### config.mk
export PLATFORM = sky130hd
export DESIGN_NAME = bbox_center_scale_normalize
export DESIGN_NICKNAME = d
export VERILOG_FILES = /design/src/sv/bcsn_pkg.sv /design/src/sv/bcsn_front.sv /design/src/sv/bcsn_queue.sv /design/src/sv/bcsn_div.sv /design/src/sv/bcsn_back.sv /design/src/sv/bbox_center_scale_normalize.sv
export SDC_FILE = /design/constraint.sdc
export NUM_CORES = 2
export LEC_CHECK = 0
export BUFFER_PORTS_ARGS = -buffer_cell sky130_fd_sc_hd__buf_2
export CAP_MARGIN = 30
export CORE_MARGIN = 4
export CORE_UTILIZATION = 40
export DETAILED_ROUTE_END_ITERATION = 16
export GPL_TIMING_DRIVEN = 0
export SYNTH_ARGS = -nofsm -noshare
export SYNTH_HDL_FRONTEND = slang
export SYNTH_SLANG_ARGS = --single-unit
### constraint.sdc
create_clock -name clk -period 16.1 [get_ports clk]
set_input_delay 0.805 -clock clk [delete_from_list [all_inputs] [get_ports clk]]
set_output_delay 0.805 -clock clk [all_outputs]
set_load 0.02 [all_outputs]
### src/sv/bcsn_pkg.sv
`timescale 1ns / 1ps
// ----------------------------------------------------------------------------
// bcsn_pkg
// Shared types and constants of the bounding-box center/scale normalizer.
// ----------------------------------------------------------------------------
package bcsn_pkg;

  // Pass selector carried with every vertex.
  localparam logic FUNC_MEASURE   = 1'b0;
  localparam logic FUNC_NORMALIZE = 1'b1;

  // Quotient format, signed Q1.15.
  localparam int QUOT_WIDTH = 16;
  localparam logic signed [QUOT_WIDTH-1:0] QUOT_MAX = 16'sh7fff;
  localparam logic signed [QUOT_WIDTH-1:0] QUOT_MIN = 16'sh8000;

  // Number of axes handled side by side.
  localparam int NUM_AXES = 3;

  typedef enum logic [1:0] {
    FS_IDLE,
    FS_LEN,
    FS_PUSH
  } front_state_t;

  typedef enum logic [1:0] {
    BS_IDLE,
    BS_DIV,
    BS_DONE
  } back_state_t;

  typedef struct packed {
    logic neg;
    logic ovf;
  } axis_flags_t;

  typedef struct packed {
    axis_flags_t [NUM_AXES-1:0] ax;
    logic                       degenerate;
  } job_flags_t;

endpackage

### src/sv/bcsn_front.sv
`timescale 1ns / 1ps
// ----------------------------------------------------------------------------
// bcsn_front
// Accepts vertices, tracks the bounding box and prepares division jobs.
// ----------------------------------------------------------------------------
module bcsn_front import bcsn_pkg::*; #(
  parameter int COORD_WIDTH = 24
) (
  input  logic                          clk,
  input  logic                          rst,
  input  logic                          push,
  output logic                          full,
  input  logic                          func,
  input  logic                          first_vertex,
  input  logic signed [COORD_WIDTH-1:0] pos_x,
  input  logic signed [COORD_WIDTH-1:0] pos_y,
  input  logic signed [COORD_WIDTH-1:0] pos_z,
  input  logic                          q_full,
  output logic                          q_push,
  output job_flags_t                    job_flags,
  output logic [COORD_WIDTH-1:0]        job_len,
  output logic [COORD_WIDTH:0]          job_mag [NUM_AXES]
);

  localparam int W = COORD_WIDTH;

  front_state_t state, state_next;

  logic signed [W-1:0] hold [NUM_AXES];
  logic signed [W-1:0] min_b [NUM_AXES];
  logic signed [W-1:0] max_b [NUM_AXES];
  logic                bounds_valid;
  logic [W-1:0]        len, len_next;
  logic [W-1:0]        ext [NUM_AXES];
  logic signed [W-1:0] pos_in [NUM_AXES];
  logic [W+1:0]        diff [NUM_AXES];
  logic                accept;

  assign pos_in[0] = pos_x;
  assign pos_in[1] = pos_y;
  assign pos_in[2] = pos_z;
  assign accept    = push && !full;

  always_comb begin
    state_next = state;
    case (state)
      FS_IDLE: begin
        if (accept && func == FUNC_NORMALIZE) state_next = FS_LEN;
      end
      FS_LEN:  state_next = FS_PUSH;
      FS_PUSH: begin
        if (!q_full) state_next = FS_IDLE;
      end
      default: state_next = FS_IDLE;
    endcase
  end

  always_comb begin
    full   = (state != FS_IDLE);
    q_push = (state == FS_PUSH) && !q_full;
  end

  // Largest per-axis extent of the current box.
  always_comb begin
    for (int i = 0; i < NUM_AXES; i++) begin
      ext[i] = $unsigned(max_b[i] - min_b[i]);
    end
    len_next = ext[0];
    if (ext[1] > len_next) len_next = ext[1];
    if (ext[2] > len_next) len_next = ext[2];
  end

  // Numerator 2p - max - min, split into sign and magnitude.
  always_comb begin
    job_flags.degenerate = !bounds_valid || (len == '0);
    for (int i = 0; i < NUM_AXES; i++) begin
      diff[i] = {hold[i][W-1], hold[i], 1'b0}
              - {{2{max_b[i][W-1]}}, max_b[i]}
              - {{2{min_b[i][W-1]}}, min_b[i]};
      job_flags.ax[i].neg = diff[i][W+1];
      job_mag[i] = diff[i][W+1] ? (W+1)'(-diff[i]) : diff[i][W:0];
      job_flags.ax[i].ovf = {1'b0, job_mag[i]} >= {len, 2'b00};
    end
  end

  assign job_len = len;

  always_ff @(posedge clk) begin
    if (rst) begin
      state        <= FS_IDLE;
      bounds_valid <= 1'b0;
      for (int i = 0; i < NUM_AXES; i++) begin
        min_b[i] <= '0;
        max_b[i] <= '0;
      end
    end else begin
      state <= state_next;
      if (accept && func == FUNC_MEASURE) begin
        bounds_valid <= 1'b1;
        for (int i = 0; i < NUM_AXES; i++) begin
          if (first_vertex || !bounds_valid) begin
            min_b[i] <= pos_in[i];
            max_b[i] <= pos_in[i];
          end else begin
            if (pos_in[i] < min_b[i]) min_b[i] <= pos_in[i];
            if (pos_in[i] > max_b[i]) max_b[i] <= pos_in[i];
          end
        end
      end
    end
  end

  always_ff @(posedge clk) begin
    if (accept) begin
      for (int i = 0; i < NUM_AXES; i++) hold[i] <= pos_in[i];
    end
    if (state == FS_LEN) len <= len_next;
  end

endmodule

### src/sv/bcsn_queue.sv
`timescale 1ns / 1ps
// ----------------------------------------------------------------------------
// bcsn_queue
// Short first-in first-out buffer between the front and the back.
// ----------------------------------------------------------------------------
module bcsn_queue #(
  parameter int WIDTH = 8,
  parameter int DEPTH = 2
) (
  input  logic             clk,
  input  logic             rst,
  input  logic             wr,
  input  logic [WIDTH-1:0] wr_data,
  output logic             q_full,
  input  logic             rd,
  output logic [WIDTH-1:0] rd_data,
  output logic             q_empty
);

  localparam int AW = (DEPTH > 1) ? $clog2(DEPTH) : 1;
  localparam int CW = $clog2(DEPTH + 1);

  logic [WIDTH-1:0] mem [DEPTH];
  logic [AW-1:0]    wr_ptr, rd_ptr;
  logic [CW-1:0]    count;

  assign q_full  = (count == CW'(DEPTH));
  assign q_empty = (count == '0);
  assign rd_data = mem[rd_ptr];

  always_ff @(posedge clk) begin
    if (rst) begin
      wr_ptr <= '0;
      rd_ptr <= '0;
      count  <= '0;
    end else begin
      if (wr) wr_ptr <= (wr_ptr == AW'(DEPTH - 1)) ? '0 : wr_ptr + 1'b1;
      if (rd) rd_ptr <= (rd_ptr == AW'(DEPTH - 1)) ? '0 : rd_ptr + 1'b1;
      if (wr && !rd)      count <= count + 1'b1;
      else if (rd && !wr) count <= count - 1'b1;
    end
  end

  always_ff @(posedge clk) begin
    if (wr) mem[wr_ptr] <= wr_data;
  end

endmodule

### src/sv/bcsn_div.sv
`timescale 1ns / 1ps
// ----------------------------------------------------------------------------
// bcsn_div
// One radix-2 restoring divider lane with signed Q1.15 saturation.
// ----------------------------------------------------------------------------
module bcsn_div import bcsn_pkg::*; #(
  parameter int COORD_WIDTH = 24
) (
  input  logic                         clk,
  input  logic                         load,
  input  logic                         step,
  input  logic [COORD_WIDTH:0]         mag,
  input  logic [COORD_WIDTH-1:0]       len,
  input  logic                         neg,
  input  logic                         ovf,
  output logic signed [QUOT_WIDTH-1:0] quot
);

  localparam int W = COORD_WIDTH;

  // The partial remainder stays below four times the divisor.
  logic [W+1:0]          rem;
  logic [QUOT_WIDTH-1:0] q;
  logic [W:0]            twolen;
  logic                  ge;
  logic [W+1:0]          rem_sub;

  assign twolen  = {len, 1'b0};
  assign ge      = rem >= {1'b0, twolen};
  assign rem_sub = ge ? rem - {1'b0, twolen} : rem;

  always_ff @(posedge clk) begin
    if (load) begin
      rem <= {1'b0, mag};
      q   <= '0;
    end else if (step) begin
      rem <= {rem_sub[W:0], 1'b0};
      q   <= {q[QUOT_WIDTH-2:0], ge};
    end
  end

  always_comb begin
    if (!neg) begin
      quot = (ovf || q[QUOT_WIDTH-1]) ? QUOT_MAX : $signed(q);
    end else begin
      quot = (ovf || (q[QUOT_WIDTH-1] && (|q[QUOT_WIDTH-2:0]))) ? QUOT_MIN
             : $signed(-q);
    end
  end

endmodule

### src/sv/bcsn_back.sv
`timescale 1ns / 1ps
// ----------------------------------------------------------------------------
// bcsn_back
// Runs the three divider lanes and holds the result for the consumer.
// ----------------------------------------------------------------------------
module bcsn_back import bcsn_pkg::*; #(
  parameter int COORD_WIDTH = 24
) (
  input  logic                         clk,
  input  logic                         rst,
  input  logic                         q_empty,
  output logic                         q_pop,
  input  job_flags_t                   job_flags,
  input  logic [COORD_WIDTH-1:0]       job_len,
  input  logic [COORD_WIDTH:0]         job_mag [NUM_AXES],
  output logic                         empty,
  input  logic                         pop,
  output logic signed [QUOT_WIDTH-1:0] norm_x,
  output logic signed [QUOT_WIDTH-1:0] norm_y,
  output logic signed [QUOT_WIDTH-1:0] norm_z,
  output logic                         degenerate
);

  localparam int CNT_W = $clog2(QUOT_WIDTH);
  localparam logic [CNT_W-1:0] LAST_STEP = CNT_W'(QUOT_WIDTH - 1);

  back_state_t state, state_next;

  logic [CNT_W-1:0]             cnt;
  logic [COORD_WIDTH-1:0]       len_r;
  job_flags_t                   flags_r;
  logic                         out_valid;
  logic                         load, step, out_we;
  logic signed [QUOT_WIDTH-1:0] lane_q [NUM_AXES];

  for (genvar i = 0; i < NUM_AXES; i++) begin : g_lane
    bcsn_div #(.COORD_WIDTH(COORD_WIDTH)) u_div (
      .clk  (clk),
      .load (load),
      .step (step),
      .mag  (job_mag[i]),
      .len  (len_r),
      .neg  (flags_r.ax[i].neg),
      .ovf  (flags_r.ax[i].ovf),
      .quot (lane_q[i])
    );
  end

  always_comb begin
    state_next = state;
    case (state)
      BS_IDLE: begin
        if (!q_empty) state_next = BS_DIV;
      end
      BS_DIV: begin
        if (cnt == LAST_STEP) state_next = BS_DONE;
      end
      BS_DONE: begin
        if (!out_valid || pop) state_next = q_empty ? BS_IDLE : BS_DIV;
      end
      default: state_next = BS_IDLE;
    endcase
  end

  always_comb begin
    out_we = (state == BS_DONE) && (!out_valid || pop);
    load   = !q_empty && ((state == BS_IDLE) || out_we);
    q_pop  = load;
    step   = (state == BS_DIV);
  end

  assign empty = !out_valid;

  always_ff @(posedge clk) begin
    if (rst) begin
      state     <= BS_IDLE;
      cnt       <= '0;
      out_valid <= 1'b0;
    end else begin
      state <= state_next;
      if (load)      cnt <= '0;
      else if (step) cnt <= cnt + 1'b1;
      if (out_we)                out_valid <= 1'b1;
      else if (pop && out_valid) out_valid <= 1'b0;
    end
  end

  always_ff @(posedge clk) begin
    if (load) begin
      len_r   <= job_len;
      flags_r <= job_flags;
    end
    if (out_we) begin
      norm_x     <= flags_r.degenerate ? '0 : lane_q[0];
      norm_y     <= flags_r.degenerate ? '0 : lane_q[1];
      norm_z     <= flags_r.degenerate ? '0 : lane_q[2];
      degenerate <= flags_r.degenerate;
    end
  end

endmodule

### src/sv/bbox_center_scale_normalize.sv
`timescale 1ns / 1ps
// Measure vertices transfer every cycle while the front is idle; normalize
// vertices pass the front's length and push states, then the back's 16-step
// radix-2 dividers plus a load. The divider lanes set the sustained rate of
// normalize results.
// Reset (rst, synchronous, active high) clears the bounds, the queue and the output.
// ----------------------------------------------------------------------------
// bbox_center_scale_normalize
// Centers vertices on their bounding box and scales them into a unit cube.
// ----------------------------------------------------------------------------
module bbox_center_scale_normalize import bcsn_pkg::*; #(
  parameter int COORD_WIDTH = 24
) (
  input  logic                          clk,
  input  logic                          rst,
  input  logic                          push,
  output logic                          full,
  input  logic                          func,
  input  logic                          first_vertex,
  input  logic signed [COORD_WIDTH-1:0] pos_x,
  input  logic signed [COORD_WIDTH-1:0] pos_y,
  input  logic signed [COORD_WIDTH-1:0] pos_z,
  output logic                          empty,
  input  logic                          pop,
  output logic signed [QUOT_WIDTH-1:0]  norm_x,
  output logic signed [QUOT_WIDTH-1:0]  norm_y,
  output logic signed [QUOT_WIDTH-1:0]  norm_z,
  output logic                          degenerate
);

  // A job carries the sign and overflow flags of each axis, the degenerate flag,
  // the largest extent and the three numerator magnitudes.
  localparam int MAG_W  = COORD_WIDTH + 1;
  localparam int FLAG_W = $bits(job_flags_t);
  localparam int JOB_W  = FLAG_W + COORD_WIDTH + NUM_AXES * MAG_W;
  localparam int QUEUE_DEPTH = 2;

  logic                   q_push, q_pop, q_full, q_empty;
  job_flags_t             f_flags, b_flags;
  logic [COORD_WIDTH-1:0] f_len, b_len;
  logic [MAG_W-1:0]       f_mag [NUM_AXES];
  logic [MAG_W-1:0]       b_mag [NUM_AXES];
  logic [JOB_W-1:0]       q_wr_data, q_rd_data;

  // The front takes every transfer. Measure vertices update the box in the
  // cycle of their transfer; normalize vertices register the largest extent in
  // the length state, then enter the queue with their numerators from the push state.
  bcsn_front #(.COORD_WIDTH(COORD_WIDTH)) u_front (
    .clk          (clk),
    .rst          (rst),
    .push         (push),
    .full         (full),
    .func         (func),
    .first_vertex (first_vertex),
    .pos_x        (pos_x),
    .pos_y        (pos_y),
    .pos_z        (pos_z),
    .q_full       (q_full),
    .q_push       (q_push),
    .job_flags    (f_flags),
    .job_len      (f_len),
    .job_mag      (f_mag)
  );

  assign q_wr_data = {f_flags, f_len, f_mag[0], f_mag[1], f_mag[2]};

  // The queue lets the front keep measuring while the dividers are busy.
  bcsn_queue #(.WIDTH(JOB_W), .DEPTH(QUEUE_DEPTH)) u_queue (
    .clk     (clk),
    .rst     (rst),
    .wr      (q_push),
    .wr_data (q_wr_data),
    .q_full  (q_full),
    .rd      (q_pop),
    .rd_data (q_rd_data),
    .q_empty (q_empty)
  );

  assign {b_flags, b_len, b_mag[0], b_mag[1], b_mag[2]} = q_rd_data;

  // The back divides all three axes at once and keeps one finished result
  // in its output register, so the next division runs while it waits.
  bcsn_back #(.COORD_WIDTH(COORD_WIDTH)) u_back (
    .clk        (clk),
    .rst        (rst),
    .q_empty    (q_empty),
    .q_pop      (q_pop),
    .job_flags  (b_flags),
    .job_len    (b_len),
    .job_mag    (b_mag),
    .empty      (empty),
    .pop        (pop),
    .norm_x     (norm_x),
    .norm_y     (norm_y),
    .norm_z     (norm_z),
    .degenerate (degenerate)
  );

`ifndef SYNTHESIS
  // The front never writes a full queue.
  a_no_overflow : assert property (@(posedge clk) disable iff (rst)
    q_push |-> !q_full) else $error("queue written while full");

  // The back never reads an empty queue.
  a_no_underflow : assert property (@(posedge clk) disable iff (rst)
    q_pop |-> !q_empty) else $error("queue read while empty");

  // A measure vertex never blocks the next transfer.
  a_measure_fast : assert property (@(posedge clk) disable iff (rst)
    (push && !full && func == FUNC_MEASURE) |=> !full)
    else $error("front stalled after a measure vertex");

  // A degenerate result carries zero coordinates.
  a_degenerate_zero : assert property (@(posedge clk) disable iff (rst)
    (!empty && degenerate) |-> (norm_x == '0 && norm_y == '0 && norm_z == '0))
    else $error("degenerate result with nonzero coordinates");
`endif

endmodule

Word level (Yosys, flattened, before mapping) --
Memories as Yosys holds them, arrays and structs flattened. A register that Yosys moved wholly into a read port is not among the register bits. Cells that the tools add are included.
Word-level totals: bits in writable memories 428, bits in latches 0, ROM bits 0, memories 4, input port bits 78, output and inout port bits 51, bits in registers 244
Memory list:
- u_queue.mem | depth 2, width 106, rd ports 1, clocked after memory_dff 1, write ports 1, line bcsn_queue.sv:23 | logic [WIDTH-1:0] mem [DEPTH];
- u_front.hold | depth 3, width 24, rd ports 3, clocked after memory_dff 0, write ports 3, line bcsn_front.sv:29 | logic signed [W-1:0] hold [NUM_AXES];
- u_front.max_b | depth 3, width 24, rd ports 3, clocked after memory_dff 0, write ports 3, line bcsn_front.sv:31 | logic signed [W-1:0] max_b [NUM_AXES];
- u_front.min_b | depth 3, width 24, rd ports 3, clocked after memory_dff 0, write ports 3, line bcsn_front.sv:30 | logic signed [W-1:0] min_b [NUM_AXES];
Cells by class: $lt $le $gt $ge 14, $add $sub $neg 23, reduce and logical (&&, ||, !) cells 43, div/mod/pow operators 0, multiplexer cells 91, bitwise operators 13, shift operators 0, multipliers 0, equal/unequal tests 11
Operator list (number):
- 2-to-1 mux 24 bit | 14
- 2-to-1 mux 25 bit | 12
- 2-to-1 mux 16 bit | 9
- greater-than comparator 24 bit | 5
- >= comparator 25 x 26 -> 1 bit | 3
- >= comparator 26 x 25 -> 1 bit | 3
- subtractor 25 x 24 -> 26 bit | 3
- subtractor 26 bit | 3
- negator 25 bit | 3
- subtractor 25 bit | 3
- less-than comparator 24 bit | 3
- subtractor 24 bit | 3
- negator 16 bit | 3
- 2-to-1 mux 1 bit | 47
- OR reduction 15 bit | 3
- logical NOT 24 bit | 1
- 2-to-1 mux 2 bit | 7
- logical AND 1 bit | 12
- bitwise OR 1 bit | 12
- case mux 2 bit (3 select lines) | 2
- logical OR 1 bit | 10
- nonzero test 2 bit | 4
- logical NOT 1 bit | 7
- == test 2 bit, second input constant | 3
- other kinds (13) | 20

Logic depth before layout (Yosys ltp) --
word-level depth 9, gate-level depth with buffers 36

Hierarchy --
From an unflattened synthesis, not the netlist that was laid out.
Unflattened totals: cell total of the unflattened synthesis 4625, area total of the unflattened synthesis 48989.5 µm²
Modules (own cells, without submodules):
- bcsn_front | sequential area each 7267.0 µm², area each 26326.5 µm², times used 1, cells an instance 2754
- bcsn_queue | sequential area each 6466.2 µm², area each 8012.7 µm², times used 1, cells an instance 352
- bcsn_div (u_back.g_lane[1].u_div ...) | sequential area each 1091.0 µm², area each 3853.7 µm², times used 2, cells an instance 451
- bcsn_div (u_back.g_lane[0].u_div) | sequential area each 1091.0 µm², area each 3897.5 µm², times used 1, cells an instance 451
- bcsn_back | sequential area each 2542.4 µm², area each 3045.4 µm², times used 1, cells an instance 166

Worst setup path before layout --
No wires, ideal clock.
path kind register -> register, start mem u_front.max_b[0][0] in the netlist's numbering, end reg u_front.len[17] (netlist: u_front.job_len[17]) (data pin), path slack 9000 ps, path buffers 2, arrival 6842 ps, library setup time 258 ps, stages on the path, launching flop included 33, period minus slack after synthesis 7100 ps, cell sequence edfxtp_1 -> inv_1 -> ha_1 -> inv_1 -> fa_1 -> nor2b_1 -> o21ai_0 -> nand3b_1 -> o41ai_1 -> o41ai_1 -> a221o_1 -> a2111oi_0 -> nand4b_1 -> ha_1 -> nand4_1 -> nor4_1 -> nand2_1 -> or3b_1 -> nand2_2 -> clkbuf_1 -> o21ai_0 -> ha_1 -> a21o_1 -> a21o_1 -> a21o_1 -> a21o_1 -> a21oi_1 -> nor2_1 -> a2111o_1 -> o21ai_1 -> clkbuf_1 -> o211ai_1 -> o221a_2
RTL lines:
- start: declaration | line bcsn_front.sv:31
- end signal: assignment | line bcsn_front.sv:117 | if (state == FS_LEN) len <= len_next;
- end: declaration | line bcsn_front.sv:33 | logic [W-1:0] len, len_next;

==> results.ini <==
[status]
status=completed

[sta]
fin_crit_sh_pct=59.7
setup_ws_ns=6.50
setup_violations=0
slew-limit-headroom_pct=32.1
setup_tns_ns=0
tightestPinTransition_ns=1.01
final_max_slew_viol_count=0
rsz0062_at_grt=no
max_freq_mhz=104
fin_skew_ns=0.0284
fin_crit_ns=9.60
fin_hold_ws_ns=0.362
hold_viol=0

[critical_path]
worst_ep_required_time_ns=16.48
slowest_stage=o41ai_1
path_delay_family=compound AO/OA/AOI/OAI gates
crit_type=reg -> reg
critPathCaptureType=flop
start_kind=flop
timing.critical_path.buf_inv=5
max_stage_delay_ns=0.77
critPathArrivalTime_ns=9.99
cpMostUsedCell=a21o_1
crit_fanout=10
regToRegSetupSlack_ns=6.50

[die]
die_w_um=355
initial_core_util_pct=40.2
die_height_um=355
core_area_um2=120000
row_count=127
dieArea_um2=126000
io_pins=129

[synth]
synthArstFlopShare_pct=0
yosysTopAreaCell=edfxtp_1
synth_most_common_cell=edfxtp_1
ys_warn_count=0
synth_top_cell_area_share_pct=37.8
synthFlopType=edfxtp_1
synth-seq-cells=673
seq_area_frac_synth_pct=40.6
syn_nets=5380
synth_area_leaders=edfxtp_1 (38%), ha_1 (14%), fa_1 (3.2%), xnor2_1 (3.1%), a21oi_1 (3.0%)
synth-edff-count=607
synthTopCellsByCount=edfxtp_1 (607), ha_1 (554), inv_1 (363)
syn_area_um2=48200
syn_area_per_cell_um2=10.3
synthCells=4670
yosysUniqueCellTypes=95

[global_routing]
grt_first_pass_wirelength_mm=211
grt_pass1_vias=35100
grt_start_max_net_pins=57
grt_usage_pct=21.7
antenna_found_initial=6
grt-ovfl-total=0

[place]
dp.cells=6432
gp_congestion=0.963
io_buffers=128
place_worst_setup_slack_ns=6.80
place_hpwl_mm=112

[routing]
vias=36500
dr.pass1.iters=7
routed_wl_mm=140
routedWlPerCell_um=21.3
drc=0
drt_iter0_drc=2578
drt-vias-per-instance=5.54
route.antenna.remaining_nets=0

[clock_network]
numCtsBuffers=81
clock_path_buffers=3
tritoncts=built
clock_latency_ns=0.68
clockRootBuffer=clkbuf_16
cts_resized=0
holdBufCountCts=0
clkSinkCount=673
htreeDepth=3
path_clk_slew_ns=0.06
cts_setup_buffers=0

[pwr]
ir_drop_v=0.000151
p_total_w=0.0109
p_per_area_nw_per_um2=201
p_leak_nw=21.1

[worst_hold_path]
hp-class=in -> reg

[cells_and_area]
drive_above_1_share_pct=7.78
stdcell_count=6580
syn2layout_area_growth_pct=11.9
nets=5613

[job]
maxCapViolations=0

sequential cells by signal, summed over array words and instances (netlist names), 4 cells and up, named ones only:
register,cells
u_back.cnt,4
u_back.flags_r,7
u_back.g_lane.u_div.q,48
u_back.g_lane.u_div.rem,78
u_back.len_r,24
u_back.norm_x,16
u_back.norm_y,16
u_back.norm_z,16
u_front.hold,72
u_front.job_len,24
u_front.max_b,72
u_front.min_b,72
u_queue.mem,212
layout make-up:
class | count | area, um2
diodes | 4 | 10.0
plain buffers | 139 | 538
clock buffers | 98 | 2150
clock inverters | 46 | 502
fillers | 11400 | 65900
inverters | 364 | 1370
multi-input cells | 3494 | 26800
flip-flops and latches | 673 | 19500
well taps | 1612 | 2020
repair buffers | 150 | 1030
logic make-up (layout without fill, tap and decap cells):
kind of cell    after synthesis  after routing  synth area share, %
xor+xnor                    242            242                 4.42
compound gates             1215           1215                 16.6
buf+inv                     503            797                 3.95
fa+ha+maj                   632            632                 17.6
other cells                   0              4                    0
flops                       673            673                 40.6
mux                         126            126                 2.75
simple gates               1279           1279                 14.1
worst reg2reg max path, delay by kind of cell, from the launching register on:
family / cells / cell delay, ns
compound gates: 17 / 4.95
buf+inv: 5 / 1.06
xor+xnor: 1 / 0.46
fa+ha+maj: 4 / 1.17
flops: 1 / 0.39
simple gates: 8 / 1.32
cells in the final DEF, fill, tap and decap left out, types with 75 or more instances in the layout:
cell | Yosys | routed
buf_2 | 12 | 146
inv_1 | 363 | 361
xnor2_1 | 170 | 170
clkbuf_16 | 0 | 84
and2_1 | 111 | 110
fa_1 | 78 | 78
o21ai_0 | 276 | 275
nor3_1 | 98 | 98
nand2_1 | 229 | 229
edfxtp_1 | 607 | 607
ha_1 | 554 | 554
clkbuf_1 | 119 | 133
a21o_1 | 145 | 145
a211oi_1 | 119 | 119
nor2b_1 | 121 | 119
nor2_1 | 276 | 275
mux2i_1 | 75 | 75
a21oi_1 | 288 | 288
report_power, final:
group | total [W] | switching (W) | internal, W
clock network | 0.00184 | 0.000767 | 0.00107
registers | 0.00270 | 0.000150 | 0.00255
logic | 0.00632 | 0.00396 | 0.00236
routing by layer:
metal  track usage, %  part of all wire [%]  vias to the layer above
met5                0                     0                        -
met4             7.46                   3.6                        0
met3             2.74                   4.7                      242
met2             36.7                    48                      943
met1             28.6                    44                    17600
li1                 -                     -                    17700
stage by stage:
stage | utilization (%) | instance area, um2
floorplan | - | 48200
global placement | 42.4 | 50800
detailed placement | 42.8 | 51300
CTS | 45.0 | 53900
global route | 45.0 | 53900
finish | 45.0 | 53900
path summary, 6_finish.rpt:
check,depth (start not counted),start,endpoint
setup / recovery,35,u_front.max_b[0][0],u_front.job_len[12]
setup reg to reg,35,u_front.max_b[0][0],u_front.job_len[12]
hold reg to reg,0,u_front.job_len[1],u_queue.mem[1][76]
hold / removal,1,pos_y[0],u_front.hold[0][24]
Note: power is estimated with default switching activity, not from simulation.
